`config.mk`:
```
export PLATFORM = sky130hd
export DESIGN_NAME = irc_color_text_encoder
export DESIGN_NICKNAME = d
export VERILOG_FILES = /design/src/rtl/core/icte_pkg.sv /design/src/rtl/core/irc_color_text_encoder.sv /design/src/rtl/core/icte_cell_fmt.sv
export SDC_FILE = /design/constraint.sdc
export NUM_CORES = 1
export LEC_CHECK = 0
export BUFFER_PORTS_ARGS = -buffer_cell sky130_fd_sc_hd__buf_2
export CORE_ASPECT_RATIO = 2
export CORE_MARGIN = 5
export CORE_UTILIZATION = 55
export CTS_CLUSTER_DIAMETER = 60
export DETAILED_ROUTE_END_ITERATION = 12
export PLACE_DENSITY = 0.79
export SLEW_MARGIN = 20
export SYNTH_ARGS = -nofsm -noshare
export SYNTH_HDL_FRONTEND = slang
export SYNTH_HIERARCHICAL = 1
export SYNTH_SLANG_ARGS = --single-unit
```
`constraint.sdc`:
```
create_clock -name i_clk -period 9.5 [get_ports i_clk]
set_clock_uncertainty 0.1 [all_clocks]
set_input_delay 1.9 -clock i_clk [delete_from_list [all_inputs] [get_ports i_clk]]
set_output_delay 1.9 -clock i_clk [all_outputs]
set_load 0.1 [all_outputs]
```
`src/rtl/core/icte_pkg.sv`:
```
// shared types and constants for the irc color text encoder
`default_nettype none

package icte_pkg;

    // byte values of the encoded stream
    localparam logic [7:0] C_CTRL_COLOR = 8'h03;
    localparam logic [7:0] C_CH_ZERO    = 8'h30;
    localparam logic [7:0] C_CH_NINE    = 8'h39;
    localparam logic [7:0] C_CH_SPACE   = 8'h20;
    localparam logic [7:0] C_CH_COMMA   = 8'h2c;
    localparam logic [7:0] C_CH_NEWLINE = 8'h0a;

    // largest palette index that is written as itself
    localparam logic [7:0] C_MAX_INDEX  = 8'd99;

    // byte slots of one formatted cell and of one whole frame
    localparam int C_CELL_SLOTS  = 7;
    localparam int C_FRAME_SLOTS = 2 * C_CELL_SLOTS + 1;

    // input request
    typedef struct packed {
        logic [15:0] char_code;
        logic [7:0]  fg_index;
        logic [7:0]  bg_index;
        logic        end_of_row;
    } t_cell_in;

    // output request
    typedef struct packed {
        logic [7:0] out_byte;
        logic       last;
    } t_byte_out;

    // colors of the last emitted cell of the row
    typedef struct packed {
        logic       known;
        logic [7:0] fg;
        logic [7:0] bg;
    } t_color_state;

    // formatted cell: fixed slots with enables
    // slot order: ctrl, fg tens, fg ones, comma, bg tens, bg ones, char
    typedef struct packed {
        logic [C_CELL_SLOTS-1:0]      en;
        logic [C_CELL_SLOTS-1:0][7:0] data;
    } t_cell_slots;

endpackage

`default_nettype wire

```
`src/rtl/core/irc_color_text_encoder.sv`:
```
// Encodes character cells into an IRC color-code byte stream. A cell request
// is taken into an input register; from there one pass of logic formats the
// held-back cell (with this cell's character as lookahead) and, at the end of
// a row, this cell and a newline, into a frame of up to 15 bytes. The frame
// register sends one byte per cycle while i_stall is low, lowest slot first,
// with last set on the final byte of the request. A request that makes no
// bytes puts nothing on the output. The next request is formatted in the same
// cycle in which the previous frame's final byte is taken, so the byte-wide
// output port sets the sustained rate. A cell that is not the last of its row
// stays held until the next request arrives.
`default_nettype none

module irc_color_text_encoder (
    input  wire logic                i_clk,
    input  wire logic                i_rst_n,
    input  wire logic                i_valid,
    output logic                     o_stall,
    input  wire icte_pkg::t_cell_in  i_data,
    output logic                     o_valid,
    input  wire logic                i_stall,
    output icte_pkg::t_byte_out      o_data
);

    localparam int NS = icte_pkg::C_FRAME_SLOTS;
    localparam int CS = icte_pkg::C_CELL_SLOTS;

    // input register
    logic               r_in_valid, n_in_valid;
    icte_pkg::t_cell_in r_in, n_in;

    // held-back cell and row color memory
    logic        r_pend_valid, n_pend_valid;
    logic [15:0] r_pend_char, n_pend_char;
    logic [7:0]  r_pend_fg, n_pend_fg;
    logic [7:0]  r_pend_bg, n_pend_bg;
    icte_pkg::t_color_state r_color, n_color;

    // frame register
    logic [NS-1:0]      r_mask, n_mask;
    logic [NS-1:0][7:0] r_bytes, n_bytes;

    logic                   in_accept;
    logic                   out_accept;
    logic                   frame_free;
    logic                   load;
    logic                   cur_digit;
    logic [NS-1:0]          low_bit;
    logic [7:0]             sel_byte;
    icte_pkg::t_color_state prior_b;
    icte_pkg::t_cell_slots  slots_a;
    icte_pkg::t_cell_slots  slots_b;

    // handshake
    assign out_accept = o_valid && !i_stall;
    assign frame_free = (r_mask == '0) || (out_accept && o_data.last);
    assign load       = r_in_valid && frame_free;
    assign o_stall    = r_in_valid && !frame_free;
    assign in_accept  = i_valid && !o_stall;

    // lookahead digit test on the full character
    assign cur_digit = (r_in.char_code >= {8'd0, icte_pkg::C_CH_ZERO}) &&
                       (r_in.char_code <= {8'd0, icte_pkg::C_CH_NINE});

    // held cell sees the current row colors
    icte_cell_fmt u_fmt_a (
        .i_char       (r_pend_char),
        .i_fg         (r_pend_fg),
        .i_bg         (r_pend_bg),
        .i_next_digit (cur_digit),
        .i_prior      (r_color),
        .o_slots      (slots_a)
    );

    // last cell of the row follows the held cell's colors
    always_comb begin
        if (r_pend_valid) begin
            prior_b = '{known: 1'b1, fg: r_pend_fg, bg: r_pend_bg};
        end else begin
            prior_b = r_color;
        end
    end

    icte_cell_fmt u_fmt_b (
        .i_char       (r_in.char_code),
        .i_fg         (r_in.fg_index),
        .i_bg         (r_in.bg_index),
        .i_next_digit (1'b0),
        .i_prior      (prior_b),
        .o_slots      (slots_b)
    );

    // lowest pending slot goes out first
    assign low_bit = r_mask & (~r_mask + NS'(1));

    always_comb begin
        sel_byte = '0;
        for (int i = 0; i < NS; i++) begin
            if (low_bit[i]) begin
                sel_byte = sel_byte | r_bytes[i];
            end
        end
    end

    assign o_valid         = (r_mask != '0);
    assign o_data.out_byte = sel_byte;
    assign o_data.last     = ((r_mask & ~low_bit) == '0);

    // input register next state
    always_comb begin
        n_in_valid = r_in_valid;
        n_in       = r_in;
        if (in_accept) begin
            n_in_valid = 1'b1;
            n_in       = i_data;
        end else if (load) begin
            n_in_valid = 1'b0;
        end
    end

    // frame next state
    always_comb begin
        n_mask  = r_mask;
        n_bytes = r_bytes;
        if (load) begin
            n_mask  = {r_in.end_of_row,
                       slots_b.en & {CS{r_in.end_of_row}},
                       slots_a.en & {CS{r_pend_valid}}};
            n_bytes = {icte_pkg::C_CH_NEWLINE, slots_b.data, slots_a.data};
        end else if (out_accept) begin
            n_mask = r_mask & ~low_bit;
        end
    end

    // held cell and color memory next state
    always_comb begin
        n_pend_valid = r_pend_valid;
        n_pend_char  = r_pend_char;
        n_pend_fg    = r_pend_fg;
        n_pend_bg    = r_pend_bg;
        n_color      = r_color;
        if (load) begin
            if (r_in.end_of_row) begin
                n_pend_valid = 1'b0;
                n_color      = '0;
            end else begin
                n_pend_valid = 1'b1;
                n_pend_char  = r_in.char_code;
                n_pend_fg    = r_in.fg_index;
                n_pend_bg    = r_in.bg_index;
                if (r_pend_valid) begin
                    n_color = '{known: 1'b1, fg: r_pend_fg, bg: r_pend_bg};
                end
            end
        end
    end

    // control registers
    always_ff @(posedge i_clk) begin
        if (!i_rst_n) begin
            r_in_valid   <= 1'b0;
            r_mask       <= '0;
            r_pend_valid <= 1'b0;
            r_pend_char  <= '0;
            r_pend_fg    <= '0;
            r_pend_bg    <= '0;
            r_color      <= '0;
        end else begin
            r_in_valid   <= n_in_valid;
            r_mask       <= n_mask;
            r_pend_valid <= n_pend_valid;
            r_pend_char  <= n_pend_char;
            r_pend_fg    <= n_pend_fg;
            r_pend_bg    <= n_pend_bg;
            r_color      <= n_color;
        end
    end

    // payload registers
    always_ff @(posedge i_clk) begin
        r_in    <= n_in;
        r_bytes <= n_bytes;
    end

`ifndef SYNTH
    // a row end always produces at least its newline
    a_row_end_emits: assert property (@(posedge i_clk) disable iff (!i_rst_n)
        load && r_in.end_of_row |=> o_valid)
        else $error("row end request produced no output");

    // a row end leaves nothing held back
    a_row_end_flush: assert property (@(posedge i_clk) disable iff (!i_rst_n)
        load && r_in.end_of_row |=> !r_pend_valid && !r_color.known)
        else $error("row end left a held cell or colors");

    // a mid-row cell is held back
    a_mid_row_hold: assert property (@(posedge i_clk) disable iff (!i_rst_n)
        load && !r_in.end_of_row |=> r_pend_valid)
        else $error("mid-row cell was not held");

    // a waiting input request keeps its contents
    a_in_hold: assert property (@(posedge i_clk) disable iff (!i_rst_n)
        r_in_valid && !load |=> r_in_valid && $stable(r_in))
        else $error("waiting input request changed");
`endif

endmodule

`default_nettype wire

```
`src/rtl/core/icte_cell_fmt.sv`:
```
// formats one cell into its color code and character byte slots
`default_nettype none

module icte_cell_fmt (
    input  wire logic [15:0]             i_char,
    input  wire logic [7:0]              i_fg,
    input  wire logic [7:0]              i_bg,
    input  wire logic                    i_next_digit,
    input  wire icte_pkg::t_color_state  i_prior,
    output icte_pkg::t_cell_slots        o_slots
);

    logic       new_fg;
    logic       new_bg;
    logic       fg_two;
    logic [6:0] fg_val;
    logic [6:0] bg_val;
    logic [14:0] fg_prod;
    logic [14:0] bg_prod;
    logic [3:0] fg_tens;
    logic [3:0] bg_tens;
    logic [3:0] fg_ones;
    logic [3:0] bg_ones;
    logic [7:0] ch_byte;

    // change detection on raw indices
    assign new_fg = !i_prior.known || (i_fg != i_prior.fg);
    assign new_bg = !i_prior.known || (i_bg != i_prior.bg);
    assign fg_two = !new_bg && i_next_digit;

    // clamp out-of-range indices to zero
    assign fg_val = (i_fg > icte_pkg::C_MAX_INDEX) ? 7'd0 : i_fg[6:0];
    assign bg_val = (i_bg > icte_pkg::C_MAX_INDEX) ? 7'd0 : i_bg[6:0];

    // tens digit by reciprocal multiply, exact below 160
    assign fg_prod = {8'd0, fg_val} * 15'd205;
    assign bg_prod = {8'd0, bg_val} * 15'd205;
    assign fg_tens = fg_prod[14:11];
    assign bg_tens = bg_prod[14:11];
    assign fg_ones = 4'(fg_val - ({3'd0, fg_tens} * 7'd10));
    assign bg_ones = 4'(bg_val - ({3'd0, bg_tens} * 7'd10));

    // control characters go out as space
    assign ch_byte = (i_char < {8'd0, icte_pkg::C_CH_SPACE}) ? icte_pkg::C_CH_SPACE
                                                             : i_char[7:0];

    // slot contents
    always_comb begin
        o_slots.data[0] = icte_pkg::C_CTRL_COLOR;
        o_slots.data[1] = icte_pkg::C_CH_ZERO + {4'd0, fg_tens};
        o_slots.data[2] = icte_pkg::C_CH_ZERO + {4'd0, fg_ones};
        o_slots.data[3] = icte_pkg::C_CH_COMMA;
        o_slots.data[4] = icte_pkg::C_CH_ZERO + {4'd0, bg_tens};
        o_slots.data[5] = icte_pkg::C_CH_ZERO + {4'd0, bg_ones};
        o_slots.data[6] = ch_byte;

        o_slots.en[0] = new_fg || new_bg;
        o_slots.en[1] = new_fg && (fg_two || (fg_tens != 4'd0));
        o_slots.en[2] = new_fg;
        o_slots.en[3] = new_bg;
        o_slots.en[4] = new_bg && (i_next_digit || (bg_tens != 4'd0));
        o_slots.en[5] = new_bg;
        o_slots.en[6] = 1'b1;
    end

endmodule

`default_nettype wire
```
==> impl_results.md, run 1 <==
* CP delay by family, top: simple AND/OR/NAND/NOR gates
* Comb power frac at approximately 53%
* Final hold slack at approximately 0.35 ns
* Synthesized area at between 0.01 and 0.015 sq mm
* Async S/R FF share, synth at 0%
* Most frequent cells in the layout: 145 x edfxtp_1, 139 x nand2_1, 136 x ha_1, 108 x inv_1, 68 x conb_1
* Reg2reg start: r_pend_fg[4]
* Synth Instances at 1233
* Worst-path fanout max at 23
* Largest net degree at the start of global routing at between 80 and 90
* Placed Cells at 1569
* CP Class: flop to output pin
* DRT Wirelength at 29.0 mm
* Ys flop type: edfxtp_1
* First-pass GRT wire length at around 47 mm
* Slowest cell on crit path: nor3b_1
* Fill cells at approximately 2000
* Vias at approximately 9000
* Non-Filler Instances at between 1500 and 2000
* WL/cell at 18.1 microns
* Die Height at about 230 microns
* Sink Count at roughly 210
* Crit. Startpoint: r_mask[0]
* Drt first pass iters at 5
* Antenna Violating Nets Remaining at 0
* CP startpoint kind: flop
* Fmax at approximately 170 MHz
* CP bufs+invs at 1
* Post-layout min period at 5.77 ns
* Leak pwr at around 6.4 nW
* RD Place Congestion at between 0.8 and 0.9
* Relative slew margins at between 20% and 30%
* Initial antenna violation count at 0
* Post-synth cell types at just over 80
* Share of layout cells above drive strength 1 at 10.9%
* Crit path DAT at approximately 3.8 ns
* VDD IR-drop max at ~240 uV
* Vias per inst at 5.66
* H-tree levels at 1
* Initial Utilization at 55.4%
* Root Buffer: clkbuf_16
* Flop-to-flop setup slack at roughly 3.7 ns
* Status: finished, final reports clean
* Ant. Diodes at 0
* TritonCTS Buffers at 19
* RSZ-0062 raised after global routing: no
* Register share of total power at 32.1%
* Post-synthesis sequential area ratio at between 40% and 50%
* PD cells at about 340 mW/mm^2
* # DRC at 0
* # setup viols final at 0
* Slew @ Worst Pin at 1.09 ns
* Number of global-route vias before repair at a little over 9000
* Die Width at roughly 120 microns
* Syn Area/Cell at roughly 11 sq um
* Core box area at 0.0244 sq mm
* #FFs+latches synth at 211
* Hold buffer count at CTS at 0
* Worst-path clk slew at roughly 0.070 ns
* Commonest non-fill, non-tap cell in the layout: edfxtp_1
* Total grt overflow at 0
* Total power at ~0.0049 W
* Rows at 81
* Cell mode on critical path: nand3_1
* TNS Setup at 0 ns
* Critical path's largest stage delay at ~0.88 ns
* Synth warnings at 6
* Max-slew violations at 0
* Post-CTS resize count at 0
* I/O pin count at 48
* Critical Path End Type: output pin
* Clock Latency Late Sink at ~0.5 ns
* Area Growth Syn to Fin at 5.95%
* DIE AREA at 0.0280 sq mm
* PortBufs at 47
* Area after DPL at 0.0138 sq mm
* Internal power at 0.00254 W
* Worst hold start: r_pend_char[3]
* CTS Buffer Depth at 3
* Post-synth EDFFs at approximately 150
* Worst Path Required at ~7.5 ns
* Total GRT Usage at 21.1%
* Finished Cell Area at between 0.01 and 0.015 sq mm
* P_sw at around 0.0023 W
* HP Class: flop to flop
* Postcts setup bufs at 0
* Final Cycle Share at 60.8%
* Layout net count at 1467
* Fin. Hold Viols at 0
* Sw Share at between 40 and 50%
* Clock share of power at about 14%
* DR iter-0 viols at ~560
* DP Wirelength at approximately 23 mm
* TritonCTS clock tree: done
* Max-cap violations at 0
* CP cell instances: nor4_4 > nand3_1 > nor3b_1 > a22oi_1 > nand3_1 > buf_2
-- flip-flops by register name, indices dropped and copies added (netlist names) --
name          cells
r_pend_fg         8
r_pend_valid      1
r_mask           15
r_pend_bg         8
r_color          17
r_bytes         112
r_pend_char      16
r_in             33
r_in_valid        1
-- worst min-delay path: cells and delay by family (launching register included) --
family / cells / cell delay (ns)
flops: 1 / 0.31
simple gates: 1 / 0.05
mux: 1 / 0.05
-- metrics by stage --
step / utilization [%] / setup WS (ns)
2_1_floorplan: - / 1.05
3_3_place_gp: 56.4 / 3.90
3_5_place_dp: 56.4 / 3.73
4_1_cts: 58.7 / 3.65
5_1_grt: 58.7 / 3.31
6_report: 58.7 / 3.73
-- path summary, 6_finish.rpt --
check | depth (start not counted) | endpoint
setup / recovery | 6 | o_data[1]
setup reg to reg | 20 | r_bytes[19]
hold / removal | 2 | r_pend_char[3]
hold reg to reg | 2 | r_pend_char[3]
-- power by group through the flow --
| stage | registers [W] | logic [W] | clock network (W) |
|---|---|---|---|
| 2_1_floorplan | 0.00153 | 0.00206 | 0 |
| 3_3_place_gp | 0.00157 | 0.00252 | 0 |
| 3_5_place_dp | 0.00158 | 0.00259 | 0 |
| 4_1_cts | 0.00156 | 0.00260 | 0.000722 |
| 5_1_grt | 0.00159 | 0.00282 | 0.000763 |
| 6_report | 0.00156 | 0.00260 | 0.000706 |
-- final cells by class --
| cell class | instances | area (sq um) | share of cell area (%) |
|---|---|---|---|
| timing repair buffer | 54 | 290 | 2.02 |
| tap | 332 | 415 | 2.90 |
| clock inverter | 12 | 67.6 | 0.471 |
| multi-input combinational | 864 | 6990 | 48.8 |
| clock buffer | 22 | 497 | 3.46 |
| sequential | 211 | 5680 | 39.6 |
| inverter | 108 | 405 | 2.83 |
-- metal layers --
metal	wire, microns	track usage, %	up-vias
met4	1620	11.3	0
met2	16400	41.6	229
met5	0	0	-
met1	9870	20.7	4419
met3	1060	2.36	85
li1	-	-	4340
-- synth_stat cells (4+ instances only) --
library cell	instances	area share (%)
and3_1	15	0.69
nand4_1	10	0.46
a21oi_1	26	0.96
nand2_1	139	3.9
nor4_1	14	0.65
o311ai_0	7	0.45
nor3b_1	4	0.22
mux2_2	16	1.3
o21ai_0	25	0.92
a22oi_1	6	0.33
ha_1	136	13
and2_1	29	1.3
buf_6	4	0.33
dfxtp_1	66	9.8
conb_1	5	0.14
a22o_1	8	0.52
buf_1	4	0.11
inv_1	108	3.0
xor2_1	18	1.2
o31ai_1	4	0.22
nor2_1	22	0.61
xnor2_1	40	2.6
clkbuf_1	31	0.86
nor2b_1	13	0.60
o211ai_1	4	0.22
mux2i_1	51	3.8
edfxtp_1	145	32
o21a_1	5	0.28
buf_4	73	4.0
nand3_1	26	0.96
a31oi_1	9	0.42
a21o_1	7	0.39
or3_1	6	0.28
a21oi_2	4	0.26
a222oi_1	8	0.59
or2_2	7	0.32
nor3_1	14	0.52
a221oi_1	25	1.6
fa_1	36	5.3
-- logic make-up after synthesis --
family | Yosys count | share of synthesized area (%)
other | 5 | 0.139
buffers and inverters | 221 | 8.38
xor gates and xnor gates | 61 | 4.16
DFF | 211 | 41.9
and+or+nand+nor | 313 | 11.6
adders and majority gates | 173 | 18.0
muxes | 67 | 5.10
AOI/OAI and AO/OA | 182 | 10.8
No activity file was read; power rests on OpenSTA's default activity.
==> run 2, diff against run 1 <==
==> constraint.sdc (replaced) <==
create_clock -name i_clk -period 6 [get_ports i_clk]
set_clock_uncertainty 0.1 [all_clocks]
set_input_delay 1.2 -clock i_clk [delete_from_list [all_inputs] [get_ports i_clk]]
set_output_delay 1.2 -clock i_clk [all_outputs]
set_load 0.1 [all_outputs]
==> impl_results.md, run 2 (same netlist as run 1, synthesis figures left out) <==
* Largest net degree at the start of global routing at 114 (was 81)
* Fmax at 176 MHz
* Worst-path fanout max at 5 (was 23)
* Vias per inst at 5.63 (was 5.66)
* HP Class: flop to flop (unchanged)
* Max-slew violations at 0 (unchanged)
* Largest regs: r_bytes x112, r_in x33, r_color x17 (unchanged)
* DIE AREA at 0.0280 sq mm (unchanged)
* Setup WS post-layout at 0.334 ns (was 3.73 ns)
* VDD IR-drop max at 453 uV (was 241 uV)
* Flop-to-flop setup slack at 0.33 ns (was 3.74 ns)
* DR iter-0 viols at 537 (was 556)
* Worst R2R End: r_bytes[43] (was r_bytes[19])
* First-pass GRT wire length at 47.3 mm (was 46.6 mm)
* Sink Count at 211 (unchanged)
* Relative slew margins at 31.8% (was 26.8%)
* Clock Latency Late Sink at 0.51 ns (was 0.50 ns)
* Ant. Diodes at 0 (unchanged)
* Place WS at 0.261 ns (was 3.73 ns)
* Final Cycle Share at about 94%
* DRT Wirelength at 29.4 mm (was 29.0 mm)
* Commonest non-fill, non-tap cell in the layout: edfxtp_1 (unchanged)
* Register share of total power at 30.8% (was 32.1%)
* Worst Path Required at 6.14 ns (was 7.50 ns)
* Postcts setup bufs at 0 (unchanged)
* CP cell instances: or3_1 > a31oi_1 > and2_1 > ha_1 > fa_1 > ha_1 > inv_1 > fa_1 > inv_1 > ha_1 > a21o_2 > a21o_1 > a221oi_4 > inv_1 > a21oi_1 > xor2_1 > fa_1 > xnor2_1 > xnor2_1 > xnor2_1 (was nor4_4 > nand3_1 > nor3b_1 > a22oi_1 > nand3_1 > buf_2)
* CP Class: flop to flop (was flop to output pin)
* CTS Buffer Depth at 3 (unchanged)
* Most frequent cells in the layout: 145 x edfxtp_1, 139 x nand2_1, 136 x ha_1, 108 x inv_1, 68 x conb_1 (unchanged)
* Worst hold start: r_pend_char[1] (was r_pend_char[3])
* Hold depth at 2 (unchanged)
* Vias at 9044 (was 9073)
* Area Growth Syn to Fin at 7.59% (was 5.95%)
* Largest reg by FF count: r_bytes (unchanged)
* CP bufs+invs at 3 (was 1)
* Total GRT Usage at 21.2% (was 21.1%)
* Max-cap violations at 0 (unchanged)
* Worst-path clk slew at 0.06 ns (was 0.07 ns)
* WL/cell at 18.3 microns (was 18.1 microns)
* Placed Cells at 1571 (was 1569)
* Comb power frac at 52.2% (was 53.4%)
* Number of global-route vias before repair at 9425 (was 9334)
* Status: finished, final reports clean (unchanged)
* Sw Share at 46.6% (was 47.8%)
* Leak pwr at 6.52 nW (was 6.43 nW)
* RSZ-0062 raised after global routing: no (unchanged)
* I/O pin count at 48 (unchanged)
* Crit path DAT at 5.81 ns (was 3.77 ns)
* Hold Path End: r_pend_char[1] (was r_pend_char[3])
* Total grt overflow at 0 (unchanged)
* PortBufs at 47 (unchanged)
* Clock share of power at 17.0% (was 14.5%)
* Die Height at 232 microns (unchanged)
* Antenna Violating Nets Remaining at 0 (unchanged)
* CP delay by family, top: adder cells (was simple AND/OR/NAND/NOR gates)
* Slowest cell on crit path: fa_1 (was nor3b_1)
* Slew @ Worst Pin at 1.02 ns (was 1.09 ns)
* Core box area at 0.0244 sq mm (unchanged)
* H-tree levels at 1 (unchanged)
* # setup viols final at 0 (unchanged)
* TritonCTS clock tree: done (unchanged)
* Non-Filler Instances at 1607 (was 1603)
* Number of flip-flops in the largest register at 112 (unchanged)
* Internal power at 0.00427 W (was 0.00254 W)
* Critical Path End Type: flop (was output pin)
* P_sw at 0.00373 W (was 0.00233 W)
* RD Place Congestion at 0.906 (was 0.897)
* CP startpoint kind: flop (unchanged)
* Fin. Hold Viols at 0 (unchanged)
* TritonCTS Buffers at 20 (was 19)
* Initial antenna violation count at 0 (unchanged)
* TNS Setup at 0 ns (unchanged)
* Reg2reg start: r_pend_bg[4] (was r_pend_fg[4])
* Drt first pass iters at 6 (was 5)
* Critical path's largest stage delay at 0.49 ns (was 0.88 ns)
* # DRC at 0 (unchanged)
* Cells on worst reg2reg path at 20 (unchanged)
* Rows at 81 (unchanged)
* Post-layout min period at approximately 5.7 ns
* Share of layout cells above drive strength 1 at 11.5% (was 10.9%)
* Die Width at 121 microns (unchanged)
* Layout net count at 1470 (was 1467)
* Root Buffer: clkbuf_16 (unchanged)
* Initial Utilization at 55.4% (unchanged)
* PD cells at 549 mW/mm^2 (was 339 mW/mm^2)
* DP Wirelength at 22.5 mm (was 22.6 mm)
[run 2: cell count changes in the layout (fill, tap and decap cells not counted), moves of 2 or more]
| cell | change |
|---|---|
| bufinv_16 | +4 |
| clkinv_2 | -4 |
| a31oi_1 | -2 |
| a31oi_2 | +2 |
| buf_12 | +2 |
[run 2: metrics by stage]
stage	utilization (%)	total power, W	area [sq um]	hold slack (ns)
3_5_place_dp	56.6	0.00664	13800	0.347
2_1_floorplan	-	0.00566	13800	0.330
4_1_cts	59.5	0.00802	14500	0.358
6_report	59.6	0.00800	14600	0.357
5_1_grt	59.6	0.00849	14600	0.374
3_3_place_gp	56.6	0.00654	13800	0.339
[run 2: tightest hold or removal path: stages (launching register included)]
cell,delay [ns]
dfxtp_1,0.31
nand2_1,0.05
mux2i_1,0.05
[run 2: how the worst max path moves through the flow]
stage                 startpoint          end  cells after the start
CTS                      r_in[3]  r_bytes[99]                     20
floorplan              r_mask[5]   r_bytes[0]                      6
global route        r_pend_bg[4]  r_bytes[43]                     20
finish              r_pend_bg[4]  r_bytes[43]                     20
global placement    r_pend_fg[4]  r_bytes[19]                     20
detailed placement       r_in[3]  r_bytes[99]                     20
[run 2: power by group through the flow]
stage	clock network (W)	registers, W	logic (W)
floorplan	0	0.00238	0.00328
global placement	0	0.00246	0.00408
global route	0.00145	0.00251	0.00453
detailed placement	0	0.00249	0.00415
finish	0.00136	0.00246	0.00417
CTS	0.00138	0.00246	0.00419
[run 2: per-layer routing]
metal | vias up | GRT usage (%) | wire, microns
met5 | - | 0 | 0
met1 | 4396 | 22.0 | 10500
met3 | 77 | 2.46 | 1100
met2 | 232 | 41.6 | 16400
met4 | 0 | 9.36 | 1390
li1 | 4339 | - | -
[run 2: final cells by class]
type,instances,area [sq um]
clock buffers,23,522
clock inverters,13,186
fillers,1968,9860
inverters,108,405
multi-input cells,864,7030
flip-flops and latches,211,5680
well taps,332,415
repair buffers,56,334
[run 2: what timing repair did]
action	CTS	global route
gates resized for setup	0	4
endpoints found under the hold margin	0	0
hold buffers	0	0
endpoints found under the setup margin	0	2
==> run 3, diff against run 2 <==
--- a/config.mk
+++ b/config.mk
@@ -8,10 +8,11 @@
 export BUFFER_PORTS_ARGS = -buffer_cell sky130_fd_sc_hd__buf_2
 export CORE_ASPECT_RATIO = 2
 export CORE_MARGIN = 5
-export CORE_UTILIZATION = 55
+export CORE_UTILIZATION = 40
 export CTS_CLUSTER_DIAMETER = 60
 export DETAILED_ROUTE_END_ITERATION = 12
-export PLACE_DENSITY = 0.79
+export GPL_TIMING_DRIVEN = 0
+export PLACE_DENSITY = 0.63
 export SLEW_MARGIN = 20
 export SYNTH_ARGS = -nofsm -noshare
 export SYNTH_HDL_FRONTEND = slang
==> impl_results.md, run 3 (same netlist as run 1, synthesis figures left out) <==
* DP Wirelength at 25.7 mm (was 22.5 mm)
* Sw Share at 47.0% (was 46.6%)
* Crit path DAT at 5.88 ns (was 5.81 ns)
* Worst-path clk slew at 0.06 ns (about the same)
* Crit. Startpoint: r_in[3] (was r_pend_bg[4])
* Sink Count at 211 (unchanged)
* I/O pin count at 48 (unchanged)
* CP Class: flop to flop (unchanged)
* # setup viols final at 0 (unchanged)
* Leak pwr at 6.93 nW (was 6.52 nW)
* Largest regs: r_bytes x112, r_in x33, r_color x17 (unchanged)
* Core box area at 0.0335 sq mm (was 0.0244 sq mm)
* Fmax at 175 MHz (was 176 MHz)
* Largest reg by FF count: r_bytes (unchanged)
* Most frequent cells in the layout: 145 x edfxtp_1, 139 x nand2_1, 136 x ha_1, 108 x inv_1, 75 x buf_4 (was 145 x edfxtp_1, 139 x nand2_1, 136 x ha_1, 108 x inv_1, 68 x conb_1)
* RD Place Congestion at 0.869 (was 0.906)
* Drt first pass iters at 6 (unchanged)
* Vias at 9257 (was 9044)
* Clock Latency Late Sink at 0.52 ns (was 0.51 ns)
* Total power at 0.00808 W (was 0.00800 W)
* PD cells at 523 mW/mm^2 (was 549 mW/mm^2)
* Slew @ Worst Pin at 1.02 ns (about the same)
* CP startpoint kind: flop (unchanged)
* Area Growth Syn to Fin at 14.1% (was 7.59%)
* Area after DPL at 0.0148 sq mm (was 0.0138 sq mm)
* Worst-path fanout max at 6 (was 5)
* Flop-to-flop setup slack at 0.28 ns (was 0.33 ns)
* TritonCTS Buffers at 21 (was 20)
* TritonCTS clock tree: done (unchanged)
* Number of flip-flops in the largest register at 112 (unchanged)
* Number of global-route vias before repair at 9751 (was 9425)
* Total grt overflow at 0 (unchanged)
* Rows at 95 (was 81)
* P_sw at 0.00379 W (was 0.00373 W)
* Register share of total power at 30.0% (was 30.8%)
* Worst Path Required at 6.16 ns (was 6.14 ns)
* Initial Utilization at 40.4% (was 55.4%)
* Root Buffer: clkbuf_16 (unchanged)
* Layout net count at 1581 (was 1470)
* PortBufs at 45 (was 47)
* Clock share of power at 15.7% (was 17.0%)
* Total GRT Usage at 16.8% (was 21.2%)
* Setup crit end: r_bytes[99] (was r_bytes[43])
* Fin. Hold Viols at 0 (unchanged)
* DIE AREA at 0.0379 sq mm (was 0.0280 sq mm)
* Ant. Diodes at 0 (unchanged)
* Status: finished, final reports clean (unchanged)
* Critical Path End Type: flop (unchanged)
* Antenna Violating Nets Remaining at 0 (unchanged)
* Finished Cell Area at 0.0154 sq mm (was 0.0146 sq mm)
* Post-layout min period at 5.72 ns (was 5.67 ns)
* HP Class: flop to flop (unchanged)
* Worst R2R End: r_bytes[99] (was r_bytes[43])
* Die Width at 140 microns (was 121 microns)
* CTS Buffer Depth at 3 (unchanged)
* WL/cell at 17.4 microns (was 18.3 microns)
* Max-cap violations at 0 (unchanged)
* Postcts setup bufs at 0 (unchanged)
* Vias per inst at 5.08 (was 5.63)
* First-pass GRT wire length at 50.5 mm (was 47.3 mm)
* DR iter-0 viols at 396 (was 537)
* DRT Wirelength at 31.7 mm (was 29.4 mm)
* Initial antenna violation count at 0 (unchanged)
* # DRC at 0 (unchanged)
* H-tree levels at 1 (unchanged)
* Max-slew violations at 0 (unchanged)
* VDD IR-drop max at 716 uV (was 453 uV)
* Reg2reg start: r_in[3] (was r_pend_bg[4])
* Share of layout cells above drive strength 1 at 15.9% (was 11.5%)
* Die Height at 270 microns (was 232 microns)
* TNS Setup at 0 ns (unchanged)
* Relative slew margins at 31.3% (was 31.8%)
* Final hold slack at 0.351 ns (was 0.357 ns)
* Comb power frac at 54.4% (was 52.2%)
* Largest net degree at the start of global routing at 26 (was 114)
* Cells on worst reg2reg path at 19 (was 20)
* Final Cycle Share at 95.3% (was 94.4%)
* Internal power at 0.00429 W (was 0.00427 W)
* Commonest non-fill, non-tap cell in the layout: edfxtp_1 (unchanged)
[run 3: timing repair]
| action | in CTS | in global routing |
|---|---|---|
| hold buffers | 0 | 0 |
| setup endpoints to repair | 0 | 4 |
| resized for setup | 0 | 7 |
[run 3: how the worst min path moves through the flow]
stage / slack (ns) / endpoint / start / cells after the start
detailed placement: 0.34 / r_pend_char[3] / r_pend_char[3] / 2
CTS: 0.35 / r_pend_char[3] / r_pend_char[3] / 2
global route: 0.38 / r_pend_char[4] / r_pend_char[4] / 2
finish: 0.35 / r_pend_char[3] / r_pend_char[3] / 2
global placement: 0.34 / r_pend_char[0] / r_pend_char[0] / 2
floorplan: 0.33 / r_pend_char[0] / r_pend_char[0] / 2
[run 3: power groups by stage]
stage                     Clock [W]  Sequential, W  Combinational, W
after floorplan                   0        0.00238           0.00328
after global placement            0        0.00251           0.00417
after detailed placement          0        0.00245           0.00441
after CTS                   0.00131        0.00242           0.00443
after global routing        0.00135        0.00247           0.00481
final                       0.00127        0.00242           0.00439
[run 3: layout make-up]
class	instances	area, sq um
well taps	436	546
flip-flops and latches	211	5680
clock inverters	7	73.8
inverters	108	405
fillers	3206	18100
plain buffers	113	729
repair buffers	53	398
multi-input cells	864	7050
clock buffers	31	573
[run 3: routing by layer]
metal	part of all wire [%]	global-route usage [%]	vias up
met5	0	0	-
met4	5.7	9.21	0
met3	2.6	1.77	71
met2	57	33.7	143
met1	35	16.1	4470
li1	-	-	4573
[run 3: worst max-delay path, stage by stage, from the launching register on]
cell,delay (ns)
edfxtp_1,0.52
or3_1,0.42
a31oi_2,0.26
and2_1,0.27
ha_1,0.27
ha_1,0.29
fa_1,0.51
inv_1,0.05
fa_1,0.51
inv_1,0.04
ha_1,0.32
a21oi_4,0.23
nor3b_1,0.10
a221oi_2,0.32
xnor2_2,0.21
ha_1,0.20
inv_1,0.05
fa_1,0.37
xnor2_1,0.19
xnor3_1,0.22
[run 3: stage by stage]
step                      util (%)  setup WS [ns]  instances
after global routing          46.1       -0.00355       1823
final                         46.1          0.279       1823
after floorplan                  -         0.0896       1296
after global placement        43.4          -1.10       1777
after detailed placement      44.0         0.0582       1785
after CTS                     45.9         0.0621       1823
